===== config.mk =====
export PLATFORM = sky130hd
export DESIGN_NAME = macroblock_to_raster_writer_unit
export DESIGN_NICKNAME = d
export VERILOG_FILES = /design/src/design/mbrw_pkg.sv /design/src/design/mbrw_in_reg.sv /design/src/design/mbrw_core.sv /design/src/design/macroblock_to_raster_writer_unit.sv
export SDC_FILE = /design/constraint.sdc
export NUM_CORES = 1
export LEC_CHECK = 0
export BUFFER_PORTS_ARGS = -buffer_cell sky130_fd_sc_hd__clkbuf_2
export CORE_ASPECT_RATIO = 0.5
export CORE_UTILIZATION = 55
export DETAILED_ROUTE_END_ITERATION = 10
export PLACE_DENSITY = 0.77
export SETUP_SLACK_MARGIN = 0.1
export SLEW_MARGIN = 25
export SYNTH_ARGS = -nofsm -noshare
export SYNTH_HDL_FRONTEND = slang
export SYNTH_SLANG_ARGS = --single-unit

===== constraint.sdc =====
create_clock -name clk -period 12.2 [get_ports clk]
set_clock_uncertainty 0.1 [all_clocks]
set_input_delay 0 -clock clk [delete_from_list [all_inputs] [get_ports clk]]
set_output_delay 0 -clock clk [all_outputs]
set_load 0.01 [all_outputs]

===== src/design/mbrw_pkg.sv =====
// Shared types and constants for the macroblock-to-raster writer.
`default_nettype none

package mbrw_pkg;

    localparam int MAX_WIDTH_MB_DEFAULT  = 256;
    localparam int MAX_HEIGHT_MB_DEFAULT = 128;

    typedef enum logic [1:0] {
        PH_SIZE = 2'd0,
        PH_LUMA = 2'd1,
        PH_CB   = 2'd2,
        PH_CR   = 2'd3
    } phase_t;

    localparam logic FUNC_SIZE  = 1'b0;
    localparam logic FUNC_PIXEL = 1'b1;

    localparam logic [1:0] PLANE_Y  = 2'd0;
    localparam logic [1:0] PLANE_CB = 2'd1;
    localparam logic [1:0] PLANE_CR = 2'd2;

    localparam logic [1:0] STATUS_OK        = 2'd0;
    localparam logic [1:0] STATUS_NO_FRAME  = 2'd1;
    localparam logic [1:0] STATUS_MID_FRAME = 2'd2;

    typedef struct packed {
        logic       func;
        logic [8:0] width_mb;
        logic [7:0] height_mb;
        logic [7:0] pixel_value;
    } in_item_t;

    typedef struct packed {
        logic        write_enable;
        logic [1:0]  plane;
        logic [22:0] write_address;
        logic [7:0]  write_value;
        logic        frame_done;
        logic [15:0] frames_completed;
        logic [1:0]  status;
    } result_t;

endpackage

`default_nettype wire


===== src/design/mbrw_in_reg.sv =====
// Input register stage: holds one accepted word until the core consumes it.
`default_nettype none

module mbrw_in_reg (
    input  wire logic              clk,
    input  wire logic              rst_n,
    input  wire logic              in_valid,
    output logic                   in_ready,
    input  wire mbrw_pkg::in_item_t in_item,
    input  wire logic              advance,
    output logic                   item_valid,
    output mbrw_pkg::in_item_t     item
);
    import mbrw_pkg::*;

    logic     valid_reg;
    logic     valid_next;
    in_item_t item_reg;
    logic     load;

    assign in_ready   = !valid_reg || advance;
    assign load       = in_valid && in_ready;
    assign item_valid = valid_reg;
    assign item       = item_reg;

    always_comb
    begin
        valid_next = valid_reg;
        if (load)
        begin
            valid_next = 1'b1;
        end
        else if (advance)
        begin
            valid_next = 1'b0;
        end
    end

    always_ff @(posedge clk or negedge rst_n)
    begin
        if (!rst_n)
        begin
            valid_reg <= 1'b0;
        end
        else
        begin
            valid_reg <= valid_next;
        end
    end

    always_ff @(posedge clk)
    begin
        if (load)
        begin
            item_reg <= in_item;
        end
    end

endmodule

`default_nettype wire


===== src/design/mbrw_core.sv =====
// Raster position state and per-word address and status computation.
`default_nettype none

module mbrw_core #(
    parameter int MAX_WIDTH_MB  = mbrw_pkg::MAX_WIDTH_MB_DEFAULT,
    parameter int MAX_HEIGHT_MB = mbrw_pkg::MAX_HEIGHT_MB_DEFAULT
) (
    input  wire logic               clk,
    input  wire logic               rst_n,
    input  wire logic               fire,
    input  wire mbrw_pkg::in_item_t item,
    output mbrw_pkg::result_t       result
);
    import mbrw_pkg::*;

    phase_t      phase_reg,           phase_next;
    logic [7:0]  byte_in_block_reg,   byte_in_block_next;
    logic [12:0] luma_column_reg,     luma_column_next;
    logic [22:0] luma_row_base_reg,   luma_row_base_next;
    logic [11:0] chroma_column_reg,   chroma_column_next;
    logic [20:0] chroma_row_base_reg, chroma_row_base_next;
    logic [12:0] luma_stride_reg,     luma_stride_next;
    logic [15:0] blocks_done_reg,     blocks_done_next;
    logic [15:0] blocks_total_reg,    blocks_total_next;
    logic [15:0] frame_count_reg,     frame_count_next;

    logic [8:0]  width_clamped;
    logic [7:0]  height_clamped;
    logic [15:0] total_new;
    logic [11:0] chroma_stride;
    logic [16:0] luma_row_offset;
    logic [14:0] chroma_row_offset;
    logic [5:0]  chroma_byte;
    logic [22:0] luma_address;
    logic [22:0] chroma_address;
    logic [15:0] blocks_done_inc;

    assign width_clamped  = (item.width_mb > 9'(MAX_WIDTH_MB)) ? 9'(MAX_WIDTH_MB)
                                                               : item.width_mb;
    assign height_clamped = (item.height_mb > 8'(MAX_HEIGHT_MB)) ? 8'(MAX_HEIGHT_MB)
                                                                 : item.height_mb;
    assign total_new      = 16'(width_clamped) * 16'(height_clamped);

    assign chroma_stride     = luma_stride_reg[12:1];
    assign chroma_byte       = byte_in_block_reg[5:0];
    assign luma_row_offset   = 17'(byte_in_block_reg[7:4]) * 17'(luma_stride_reg);
    assign chroma_row_offset = 15'(chroma_byte[5:3]) * 15'(chroma_stride);
    assign luma_address      = luma_row_base_reg + 23'(luma_row_offset)
                             + 23'(luma_column_reg) + 23'(byte_in_block_reg[3:0]);
    assign chroma_address    = 23'(chroma_row_base_reg) + 23'(chroma_row_offset)
                             + 23'(chroma_column_reg) + 23'(chroma_byte[2:0]);
    assign blocks_done_inc   = blocks_done_reg + 16'd1;

    always_comb
    begin
        phase_next           = phase_reg;
        byte_in_block_next   = byte_in_block_reg;
        luma_column_next     = luma_column_reg;
        luma_row_base_next   = luma_row_base_reg;
        chroma_column_next   = chroma_column_reg;
        chroma_row_base_next = chroma_row_base_reg;
        luma_stride_next     = luma_stride_reg;
        blocks_done_next     = blocks_done_reg;
        blocks_total_next    = blocks_total_reg;
        frame_count_next     = frame_count_reg;

        result               = '0;

        if (item.func == FUNC_SIZE)
        begin
            if (phase_reg != PH_SIZE)
            begin
                result.status = STATUS_MID_FRAME;
            end
            else
            begin
                luma_stride_next     = 13'({width_clamped, 4'b0000});
                blocks_total_next    = total_new;
                blocks_done_next     = '0;
                byte_in_block_next   = '0;
                luma_column_next     = '0;
                luma_row_base_next   = '0;
                chroma_column_next   = '0;
                chroma_row_base_next = '0;
                if (total_new == 16'd0)
                begin
                    // empty picture completes at once
                    result.frame_done = 1'b1;
                    frame_count_next  = frame_count_reg + 16'd1;
                end
                else
                begin
                    phase_next = PH_LUMA;
                end
            end
        end
        else
        begin
            case (phase_reg)
                PH_SIZE:
                begin
                    result.status = STATUS_NO_FRAME;
                end
                PH_LUMA:
                begin
                    result.write_enable  = 1'b1;
                    result.write_value   = item.pixel_value;
                    result.plane         = PLANE_Y;
                    result.write_address = luma_address;
                    if (byte_in_block_reg == 8'd255)
                    begin
                        byte_in_block_next = '0;
                        luma_column_next   = luma_column_reg + 13'd16;
                        phase_next         = PH_CB;
                    end
                    else
                    begin
                        byte_in_block_next = byte_in_block_reg + 8'd1;
                    end
                end
                default:
                begin
                    result.write_enable  = 1'b1;
                    result.write_value   = item.pixel_value;
                    result.plane         = (phase_reg == PH_CB) ? PLANE_CB : PLANE_CR;
                    result.write_address = chroma_address;
                    if (chroma_byte == 6'd63)
                    begin
                        byte_in_block_next = '0;
                        if (phase_reg == PH_CB)
                        begin
                            phase_next = PH_CR;
                        end
                        else
                        begin
                            chroma_column_next = chroma_column_reg + 12'd8;
                            // right edge: wrap to the next macroblock row
                            if (luma_column_reg == luma_stride_reg)
                            begin
                                luma_column_next     = '0;
                                chroma_column_next   = '0;
                                luma_row_base_next   = luma_row_base_reg
                                                     + 23'({luma_stride_reg, 4'b0000});
                                chroma_row_base_next = chroma_row_base_reg
                                                     + 21'({chroma_stride, 3'b000});
                            end
                            blocks_done_next = blocks_done_inc;
                            if (blocks_done_inc >= blocks_total_reg)
                            begin
                                result.frame_done = 1'b1;
                                frame_count_next  = frame_count_reg + 16'd1;
                                phase_next        = PH_SIZE;
                            end
                            else
                            begin
                                phase_next = PH_LUMA;
                            end
                        end
                    end
                    else
                    begin
                        byte_in_block_next = {2'b00, chroma_byte} + 8'd1;
                    end
                end
            endcase
        end

        result.frames_completed = frame_count_next;
    end

    always_ff @(posedge clk or negedge rst_n)
    begin
        if (!rst_n)
        begin
            phase_reg           <= PH_SIZE;
            byte_in_block_reg   <= '0;
            luma_column_reg     <= '0;
            luma_row_base_reg   <= '0;
            chroma_column_reg   <= '0;
            chroma_row_base_reg <= '0;
            luma_stride_reg     <= '0;
            blocks_done_reg     <= '0;
            blocks_total_reg    <= '0;
            frame_count_reg     <= '0;
        end
        else if (fire)
        begin
            phase_reg           <= phase_next;
            byte_in_block_reg   <= byte_in_block_next;
            luma_column_reg     <= luma_column_next;
            luma_row_base_reg   <= luma_row_base_next;
            chroma_column_reg   <= chroma_column_next;
            chroma_row_base_reg <= chroma_row_base_next;
            luma_stride_reg     <= luma_stride_next;
            blocks_done_reg     <= blocks_done_next;
            blocks_total_reg    <= blocks_total_next;
            frame_count_reg     <= frame_count_next;
        end
    end

endmodule

`default_nettype wire


===== src/design/macroblock_to_raster_writer_unit.sv =====
// Top level of the macroblock-to-raster writer: input stage, core and result register.
//
//   channel | signals                                         | dir | word
//   --------+-------------------------------------------------+-----+---------------------
//   in      | in_valid in_ready func width_mb height_mb       | in  | size item or sample
//           | pixel_value                                     |     |
//   out     | out_valid out_ready write_enable plane          | out | one result per word
//           | write_address write_value frame_done            |     |
//           | frames_completed status                         |     |
//
// One word per cycle sustained while out is not stalled; an accepted word is held in the
// input register, then its result passes the address logic into the result register.
// Reset clears the picture state and frame count; the block waits for a size word.
// A stall on out holds the result register and backs up into the input register;
// in_ready drops only when both stages hold a word and out is stalled.
`default_nettype none

module macroblock_to_raster_writer_unit #(
    parameter int MAX_WIDTH_MB  = mbrw_pkg::MAX_WIDTH_MB_DEFAULT,
    parameter int MAX_HEIGHT_MB = mbrw_pkg::MAX_HEIGHT_MB_DEFAULT
) (
    input  wire logic        clk,
    input  wire logic        rst_n,
    input  wire logic        in_valid,
    output logic             in_ready,
    input  wire logic        func,
    input  wire logic [8:0]  width_mb,
    input  wire logic [7:0]  height_mb,
    input  wire logic [7:0]  pixel_value,
    output logic             out_valid,
    input  wire logic        out_ready,
    output logic             write_enable,
    output logic [1:0]       plane,
    output logic [22:0]      write_address,
    output logic [7:0]       write_value,
    output logic             frame_done,
    output logic [15:0]      frames_completed,
    output logic [1:0]       status
);
    import mbrw_pkg::*;

    in_item_t in_item;
    in_item_t item;
    logic     item_valid;
    logic     advance;
    logic     fire;
    result_t  result;
    result_t  result_reg;
    logic     out_valid_reg;

    assign in_item.func        = func;
    assign in_item.width_mb    = width_mb;
    assign in_item.height_mb   = height_mb;
    assign in_item.pixel_value = pixel_value;

    assign advance = !out_valid_reg || out_ready;
    assign fire    = item_valid && advance;

    mbrw_in_reg u_in_reg (
        .clk        (clk),
        .rst_n      (rst_n),
        .in_valid   (in_valid),
        .in_ready   (in_ready),
        .in_item    (in_item),
        .advance    (advance),
        .item_valid (item_valid),
        .item       (item)
    );

    mbrw_core #(
        .MAX_WIDTH_MB  (MAX_WIDTH_MB),
        .MAX_HEIGHT_MB (MAX_HEIGHT_MB)
    ) u_core (
        .clk    (clk),
        .rst_n  (rst_n),
        .fire   (fire),
        .item   (item),
        .result (result)
    );

    always_ff @(posedge clk or negedge rst_n)
    begin
        if (!rst_n)
        begin
            out_valid_reg <= 1'b0;
        end
        else if (advance)
        begin
            out_valid_reg <= item_valid;
        end
    end

    always_ff @(posedge clk)
    begin
        if (fire)
        begin
            result_reg <= result;
        end
    end

    assign out_valid        = out_valid_reg;
    assign write_enable     = result_reg.write_enable;
    assign plane            = result_reg.plane;
    assign write_address    = result_reg.write_address;
    assign write_value      = result_reg.write_value;
    assign frame_done       = result_reg.frame_done;
    assign frames_completed = result_reg.frames_completed;
    assign status           = result_reg.status;

endmodule

`default_nettype wire


# --- Word-level counts from Yosys, hierarchy flattened ---
# Index checks and enable logic that the tools add are counted.
classes:
  n_mul: 3
  magnitude_cmp: 3
  n_reduce_logical: 17
  n_eq_ne: 16
  n_mux: 66
  bitwise_logic: 2
  add_sub_neg: 14
ops:
  columns: ["op", "count"]
  rows:
  - ["2-to-1 mux 16 bit", 12]
  - ["2-to-1 mux 23 bit", 6]
  - ["2-to-1 mux 21 bit", 6]
  - ["2-to-1 mux 13 bit", 6]
  - ["2-to-1 mux 12 bit", 6]
  - ["case mux 34 bit (2 select lines)", 1]
  - ["adder 23 x 17 -> 23 bit", 2]
  - ["2-to-1 mux 8 bit", 5]
  - ["adder 16 x 1 -> 16 bit (second input constant)", 2]
  - ["case mux 13 bit (2 select lines)", 1]
  - ["adder 23 x 12 -> 23 bit", 1]
  - ["adder 23 x 13 -> 23 bit", 1]
  - ["adder 23 x 3 -> 23 bit", 1]
  - ["adder 23 x 4 -> 23 bit", 1]
  - ["adder 21 x 15 -> 22 bit", 1]
  - ["adder 21 x 15 -> 21 bit", 1]
  - ["2-to-1 mux 2 bit", 9]
  - [">= comparator 16 bit", 1]
  - ["logical NOT 16 bit", 1]
  - ["multiplier 9 x 8 -> 16 bit", 1]
  - ["case mux 8 bit (2 select lines)", 1]
  - ["adder 13 x 5 -> 13 bit (second input constant)", 1]
  - ["equality test 13 bit", 1]
  - ["multiplier 4 x 9 -> 13 bit", 1]
  - ["29 further kinds", 52]
word_totals:
  out_inout_bits: 55
  register_bits: 217

# --- Depth between registers and ports, before layout ---
# Gate-level depths: netlist of the first run.
logic_depth:
  word_depth: 7
  depth_mapped: 25

# --- Hierarchy ---
# A second synthesis of the first run with hierarchy kept.
unflattened:
  hier_cells: 1629
  area_unflattened_um2: 15622.5
by_module_without_submodules:
  columns: ["module", "cells_each", "area_each_um2", "n_inst", "seq_area_each_um2"]
  rows:
  - ["mbrw_core", 1542, 13142.6, 1, 2877.8]
  - ["macroblock_to_raster_writer_unit", 57, 1645.3, 1, 1616.6]
  - ["mbrw_in_reg", 30, 834.6, 1, 805.8]

# --- Least setup slack after synthesis of the first run ---
# Ideal clock, no wire load.
synth_timing:
  kind: "flip-flop to flip-flop"
  from: "register u_core.byte_in_block_reg[5]"
  to: "register result_reg, in the netlist write_address[18], data pin"
  synth_period_minus_slack_ns: 5.968
  setup_slack_ns: 6.232
  setup_ns: 0.261
  stages_incl_launch_ff: 25
  path_buffers: 1
  arrival_ns: 5.607
  cell_sequence: "dfrtp_1 > clkbuf_1 > nand2_1 > fa_1 > fa_1 > inv_1 > ha_1 > a21o_1 > a21oi_1 > o21ai_0 > a21oi_1 > o21ai_0 > a21o_1 > a21oi_1 > xnor2_1 > ha_1 > ha_1 > and3_1 > and2_1 > a22o_1 > a311o_1 > a21oi_1 > xor2_1 > nor2_1 > a311o_1"
synth_via:
  elab_chain_cells: 5
synth_rtl:
  columns: ["element", "line_no", "rtl"]
  rows:
  - ["from (decl)", "mbrw_core.sv:17", "logic [7:0] byte_in_block_reg, byte_in_block_next;"]
  - ["from (signal assigned)", "mbrw_core.sv:189", "byte_in_block_reg <= byte_in_block_next;"]
  - ["multiplier 4 x 9 -> 13 bit or multiplier 3 x 9 -> 12 bit (tied branches)", "mbrw_core.sv:46, mbrw_core.sv:47", null]
  - ["adder 23 x 17 -> 23 bit or adder 21 x 15 -> 22 bit (tied branches)", "mbrw_core.sv:48, mbrw_core.sv:50", null]
  - ["adder 23 x 13 -> 23 bit or adder 23 x 12 -> 23 bit (tied branches)", "mbrw_core.sv:49, mbrw_core.sv:51", null]
  - ["adder 23 x 4 -> 23 bit or adder 23 x 3 -> 23 bit (tied branches)", "mbrw_core.sv:49, mbrw_core.sv:51", null]
  - ["case mux 34 bit (2 select lines) *", "mbrw_core.sv:99", "case (phase_reg)"]
  - ["to (signal assigned)", "macroblock_to_raster_writer_unit.sv:97", "result_reg <= result;"]
  - ["to (decl)", "macroblock_to_raster_writer_unit.sv:48", "result_t result_reg;"]
# Every way passes the cells marked *; elsewhere a longest branch is shown, timed or not.
# A chain may end at the register's enable or synchronous reset.

# --- Worst setup path in the final report of the first run ---
# Ends and elaborated chain as after synthesis.

==> results of run 1 <==
==> cell type report <==
type,count,area [sq um]
Tap cell,382,478
Sequential cell,196,5300
Fill cell,2353,10400
Inverter,147,552
Clock buffer,19,433
Multi-Input combinational cell,1335,10200
Timing Repair Buffer,128,828
Clock inverter,13,141
==> layer usage <==
metal | wire, um | track usage
met1 | 18000 | 0.363
met2 | 16900 | 0.424
met3 | 2020 | 0.0389
met4 | 653 | 0.0793
met5 | 0 | 0
==> cells in the final DEF, fill, tap and decap left out, types with 21 or more instances in the layout <==
cell type / n
a21o_1: 34
a21oi_1: 80
and2_1: 45
and3_1: 30
clkbuf_2: 83
dfrtp_1: 117
dlygate4sd3_1: 30
edfxtp_1: 79
fa_1: 72
ha_1: 168
inv_1: 146
nand2_1: 185
nand3_1: 44
nor2_1: 119
nor2b_1: 21
o21ai_0: 107
xnor2_1: 71
xor2_1: 74
==> logic make-up after synthesis <==
kind of cell    after synthesis  share of synthesized area
compound gates              390                      0.161
xor+xnor                    145                     0.0783
fa+ha+maj                   240                      0.219
buf+inv                     193                     0.0461
flops                       196                      0.327
mux                          14                    0.00965
other cells                   2                   0.000463
simple gates                537                      0.159
==> per-stage QoR <==
stage | setup slack, ps | utilization
after floorplan | 6230 | -
after global routing | 5300 | 0.634
after CTS | 5680 | 0.634
after global placement | 5760 | 0.603
after detailed placement | 5770 | 0.603
final | 5670 | 0.634
==> power by group through the flow <==
stage	Combinational, mW	Sequential (mW)	Clock, mW
after floorplan	0.617	0.894	0
after global placement	0.817	0.928	0
after detailed placement	0.833	0.933	0
after CTS	0.848	0.920	0.574
after global routing	0.962	0.937	0.601
final	0.855	0.923	0.566
==> critical path, delay by kind of cell, from the launching register on <==
| kind | cells | cell delay, ps |
|---|---|---|
| compound gates | 11 | 2420 |
| fa+ha+maj | 5 | 2030 |
| simple gates | 4 | 680 |
| flops | 1 | 610 |
| xor+xnor | 2 | 350 |
| buf+inv | 1 | 60 |
==> path summary, 6_finish.rpt <==
path	endpoint	from	cells after the start	slack, ps
worst max-delay path	write_address[18]	u_core.byte_in_block_reg[5]	23	5670
worst min-delay path	u_core.blocks_done_reg[8]	rst_n	2	30
worst max register to register	write_address[18]	u_core.byte_in_block_reg[5]	23	5670
worst min register to register	u_core.blocks_total_reg[5]	u_core.blocks_total_reg[5]	2	400
max in group asynchronous	u_core.frame_count_reg[10]	rst_n	3	10610
min in group clk	u_in_reg.item[3]	pixel_value[3]	2	140
==> metrics.yaml, run 1 <==
rel_slew_slack: 0.410
fmaxAchievable_mhz: 153
netlist.area_leader.share: 0.181
finalWeightedCongestion: 0.900
netlist_top_cells_count: "nand2_1, ha_1, inv_1"
top_level_ports: 85
initial_utilization: 0.573
p_comb_frac: 0.365
synth_async_sr_flop_share: 0.597
sequentialPowerShare: 0.394
std_cell_rows: 43
worst_skew_pair.late_latency_ps: 470
via_count: 12800
grt_util_all_layers: 0.261
post_cts_resize_count: 0
critical_path_peak_fanout: 13
max_stage_delay_ps: 610
synth_seq_area_share: 0.327
synth.cell_area_sq_um: 16200
switching_share: 0.397
clock_sinks: 196
post_synth_main_area_contributors: "dfrtp_1, edfxtp_1, ha_1, fa_1, nand2_1"
nets: 2095
antenna_violating_nets_post_route: 0
clock_tree.buffer_depth: 2
fin_cells: 2220
hp-class: "primary input to asynchronous set/reset pin"
grt-ovfl-total: 0
timing.critical_path.required_ps: 12310
cts_hold_buffers: 30
core_area_sq_um: 28300
clock_tree_from_tritoncts: "done"
synth_edf_count: 79
layout_min_cycle_time_ps: 6530
end_kind: "flip-flop"
drtIter0Drc: 919
num_antenna_cells: 0
final_min_period_over_clock_period: 0.536
crit_chain: "nand2_1 -> fa_1 -> fa_1 -> inv_1 -> ha_1 -> a21o_1 -> a21oi_1 -> o21ai_0 -> a21oi_1 -> o21ai_0 -> a21o_1 -> a21oi_1 -> xnor2_1 -> ha_1 -> ha_1 -> and3_1 -> and2_1 -> a22o_1 -> a311o_1 -> a21oi_1 -> xor2_1 -> nor2_1 -> a311o_1"
yosys_most_used_dff: "dfrtp_1"
cell_internal_pwr_mw: 1.41
critPathSlowestCell: "dfrtp_1"
floorplan.die.width_um: 245
dieArea_sq_um: 30200
clk_pin_slew_worst_paths_ps: 80
power.switching_mw: 0.931
powerDensity_nw_per_um2: 131
final_layout_size_suffix_gt1_frac: 0.101
grt_start_max_net_pins: 69
totalWireLength_um: 37600
library_cell_appearing_most_often_on_the_critical_path: "a21oi_1"
grt_antenna_before_repair: 0
post-synth-top-area-cell: "dfrtp_1"
run_status: "complete, no violations"
syn-mean-instance-area_sq_um: 9.44
synth-seq-cells: 196
post_dp_cell_area_sq_um: 17100
worstSetupPathType: "flip-flop to flip-flop"
finalPower_mw: 2.34
static-leakage-power_nw: 8.81
drv_cap: 0
grt_setup_unrepaired: "false"
die_h_um: 123
grt_pass1_vias: 12300
global_route_wire_length_before_repair_um: 61700
ir_drop_mv: 0.119
post-dp-hpwl_um: 28100
timing_hold_violations_final: 0
detail_route.first_pass.iterations: 5
synth_most_common_cell: "nand2_1"
netlist-cell-type-count: 77
average_via_count_per_standard_cell: 5.75
area_growth_syn_to_layout_pct: 10.6
placedCellCount: 2158
cts_htree_levels: 4
final_cell_area_sq_um: 17900
drc_errors: 0
setup_violations: 0
routed_wire_length_per_instance_um: 16.9
power_frac_clock: 0.241
timing.hold.ws_ps: 28.4
setup_tns_ps: 0
synth.yosys.warnings: 0
syn_inst: 1717
cp_data_arrival_time_ps: 6650
startpoint_type: "flip-flop"
number_of_flip_flops_in_the_largest_register: 26
final-max-slew-violation-count: 0
postCtsSetupBuffers: 0
ctsRootBufferMaster: "clkbuf_16"
cts_buffers: 17
worst_pin_slew_ps: 885
portBuffers: 84
(Power assumes the default switching activity.)
==> inputs of run 2 (changes only) <==
ABC_AREA = 1   (was unset)
PLACE_DENSITY = 0.8   (was 0.77)
clock period = 5.4 ns   (was 12.2 ns; I/O delays follow)
==> run 2 against run 1 <==
  * The flow now finishes with violations (setup timing)
  * Via count is 28% higher
  * Non-clock buffer count rose by 117
  * Clock-buffer cell count decreased by 2
  * First-iteration DRC count grew 67%
  * Critical path depth rose by 4
  * Critical path type unchanged
  * Critical endpoint is now frames_completed[6]
  * Largest power group is now combinational cells
==> metrics.yaml, run 2 <==
netlist_top_cells_count: "nand2_1, inv_1, nor2_1"
average_via_count_per_standard_cell: 5.62  # -2.4%
netlist-cell-type-count: 57  # -26%
clk_pin_slew_worst_paths_ps: 90  # about the same
clock_sinks: 196  # unchanged
fmaxAchievable_mhz: 182  # +19%
crit_family: "adder cells"
cts_buffers: 17  # unchanged
slack_of_the_critical_path_ps: -93.8  # -5760 ps
ctsRootBufferMaster: "clkbuf_16"
top_level_ports: 85  # unchanged
failed_checks: "setup timing"
layout_min_cycle_time_ps: 5490  # -1040 ps
initial_utilization: 0.566  # -0.00727
critPathSlowestCell: "fa_1"
syn-mean-instance-area_sq_um: 7.66  # -19%
r2r_slack_ps: -90  # -5760 ps
netlist.area_leader.share: 0.169  # -0.0119
nets: 2755  # +32%
routed_wire_length_per_instance_um: 17.1  # +0.78%
fin_cells: 2921  # +32%
final-max-slew-violation-count: 0  # unchanged
ir_drop_mv: 0.343  # +190%
drv_cap: 0  # unchanged
floorplan.die.width_um: 253  # +3.4%
grt_pass1_vias: 15800  # +29%
synth.yosys.warnings: 0  # unchanged
placedCellCount: 2825  # +31%
grt-ovfl-total: 0  # unchanged
grt_start_max_net_pins: 61  # -12%
dieArea_sq_um: 32300  # +7.0%
worst-path-buf-inv: 7  # +6
synth_top_family_by_area: "simple AND/OR/NAND/NOR gates"
synth.cell_area_sq_um: 17400  # +7.1%
portBuffers: 84  # unchanged
synth_most_common_cell: "nand2_1"
cts_htree_levels: 4  # unchanged
powerDensity_nw_per_um2: 343  # +160%
clock_tree_from_tritoncts: "done"
yosys_most_used_dff: "dfrtp_1"
number_of_flip_flops_in_the_largest_register: 26  # unchanged
worst_skew_pair.late_latency_ps: 490  # +20 ps
startpoint_type: "flip-flop"
timing_hold_violations_final: 0  # unchanged
post-synth-top-area-cell: "dfrtp_1"
grt_util_all_layers: 0.301  # +0.0398
end_kind: "flip-flop"
detail_route.first_pass.iterations: 6  # +1
worst_pin_slew_ps: 1020  # +131 ps
synth-simple-area-share: 0.254  # +0.0955
setup_violations: 15  # +15
final_cell_mix: "nand2_1, inv_1, nor2_1"
layout_commonest_cell: "nand2_1"
static-leakage-power_nw: 10.8  # +22%
synth_async_sr_flop_share: 0.597  # unchanged
synth-seq-cells: 196  # unchanged
drtIter0Drc: 1534  # +67%
post-dp-hpwl_um: 34500  # +23%
totalWireLength_um: 49800  # +33%
final_cell_area_sq_um: 21100  # +18%
critical_path_peak_fanout: 5  # -8
synth_edf_count: 79  # unchanged
dpl_worst_slack_ps: -182  # -5960 ps
final_util: 0.689  # +0.0554
run_status: "complete, but fails checks"
post_dp_cell_area_sq_um: 18900  # +11%
area_growth_syn_to_layout_pct: 21.8
final_layout_size_suffix_gt1_frac: 0.210  # +0.109
synth.mux.area_fraction: 0  # -0.00965
die_h_um: 128  # +3.4%
antenna_violating_nets_post_route: 0  # unchanged
post_synth_main_area_contributors: "dfrtp_1, edfxtp_1, ha_1, nand2_1, fa_1"
syn_inst: 2266  # +32%
global_route_wire_length_before_repair_um: 76600  # +24%
timing.critical_path.required_ps: 5540  # -6770 ps
rel_slew_slack: 0.320  # -0.0899
std_cell_rows: 45  # +4.7%
max_stage_delay_ps: 510  # -100 ps
synth_fa_ha_area_frac: 0.204  # -0.0144
grt_antenna_before_repair: 1  # +1
synthXorXnorAreaFrac: 0.0363  # -0.0420
synth_compound_area_frac: 0.105  # -0.0564
final_min_period_over_clock_period: 1.02  # +0.482
cp_data_arrival_time_ps: 5640  # -1010 ps
via_count: 16400  # +28%
clock_tree.buffer_depth: 2  # unchanged
finalWeightedCongestion: 0.946  # +5.1%
grt_setup_unrepaired: "true"
synth_seq_area_share: 0.305  # -0.0215
core_area_sq_um: 30700  # +8.4%
drc_errors: 0  # unchanged
num_antenna_cells: 0  # unchanged
setup_tns_ps: -432  # -432 ps
worstSetupPathType: "flip-flop to flip-flop"
hp-class: "primary input to asynchronous set/reset pin"
-- run 2: worst register-to-register path, cell delays in order, from the launching register on --
cell and delay [ps]:
edfxtp_1 430, nor4_2 280, a31oi_1 120, inv_2 140, nand2_4 90, buf_4 150, nor2_4 80, fa_1 440
fa_2 500, fa_1 510, inv_1 50, fa_1 500, inv_2 60, ha_4 280, nand2_4 120, inv_4 60
a21oi_4 150, nand2_1 70, nand2_1 110, nand2_2 100, inv_2 60, nand2_2 60, nor2_4 140, buf_4 130
nand4_1 70, nand2_1 100, nand3_1 140, and2_1 200
-- run 2: logic make-up (layout without fill, tap and decap cells) --
group | after synthesis | in the layout
AO/OA/AOI/OAI | 324 | 324
flip-flops | 196 | 196
other | 2 | 9
AND/OR/NAND/NOR | 1007 | 1007
adder cells (fa/ha/maj) | 240 | 240
buffers and inverters | 425 | 650
XOR/XNOR | 72 | 72
-- run 2: cell type report --
type | count | area [sq um]
multi-input cells | 1652 | 11400
fillers | 2262 | 9540
clock buffers | 17 | 425
repair buffers | 245 | 1800
flip-flops and latches | 196 | 5310
clock inverters | 15 | 238
well taps | 423 | 529
inverters | 373 | 1410
-- run 2: worst paths after layout --
| kind | from | to | cells after the start |
|---|---|---|---|
| worst max-delay path | u_in_reg.item[23] | frames_completed[6] | 27 |
| worst min-delay path | rst_n | u_core.chroma_row_base_reg[13] | 2 |
| worst max register to register | u_in_reg.item[23] | frames_completed[6] | 27 |
| worst min register to register | u_core.blocks_total_reg[2] | u_core.blocks_total_reg[2] | 2 |
| max in group asynchronous | rst_n | u_core.luma_stride_reg[8] | 3 |
| min in group clk | width_mb[4] | u_in_reg.item[20] | 2 |
-- run 2: metal layers --
metal,vias to the layer above,global-route usage,part of all wire
li1,7734,-,-
met4,0,0.119,0.041
met1,7743,0.366,0.40
met3,178,0.0634,0.076
met2,751,0.523,0.48
met5,-,0,0
-- run 2: metrics by stage --
step / hold slack [ps] / power, mW
3_5_place_dp: 24.2 / 5.34
5_1_grt: 114 / 7.71
2_1_floorplan: -396 / 4.35
3_3_place_gp: 27.3 / 5.24
6_report: 39.6 / 7.25
4_1_cts: 78.1 / 6.96
-- run 2: power breakdown --
group / internal [mW] / switching [mW] / leakage (nW)
combinational: 1.34 / 2.19 / 8.11
clock: 0.668 / 0.782 / 0.320
sequential: 1.94 / 0.330 / 2.33
-- run 2: what timing repair did --
action / CTS / global route
setup endpoints to repair: 45 / 48
cloned: 0 / 0
buffers inserted: 11 / 23
hold endpoints to repair: 87 / 0
resized for setup: 101 / 160
pin swaps: 59 / 114
hold buffers: 31 / 0
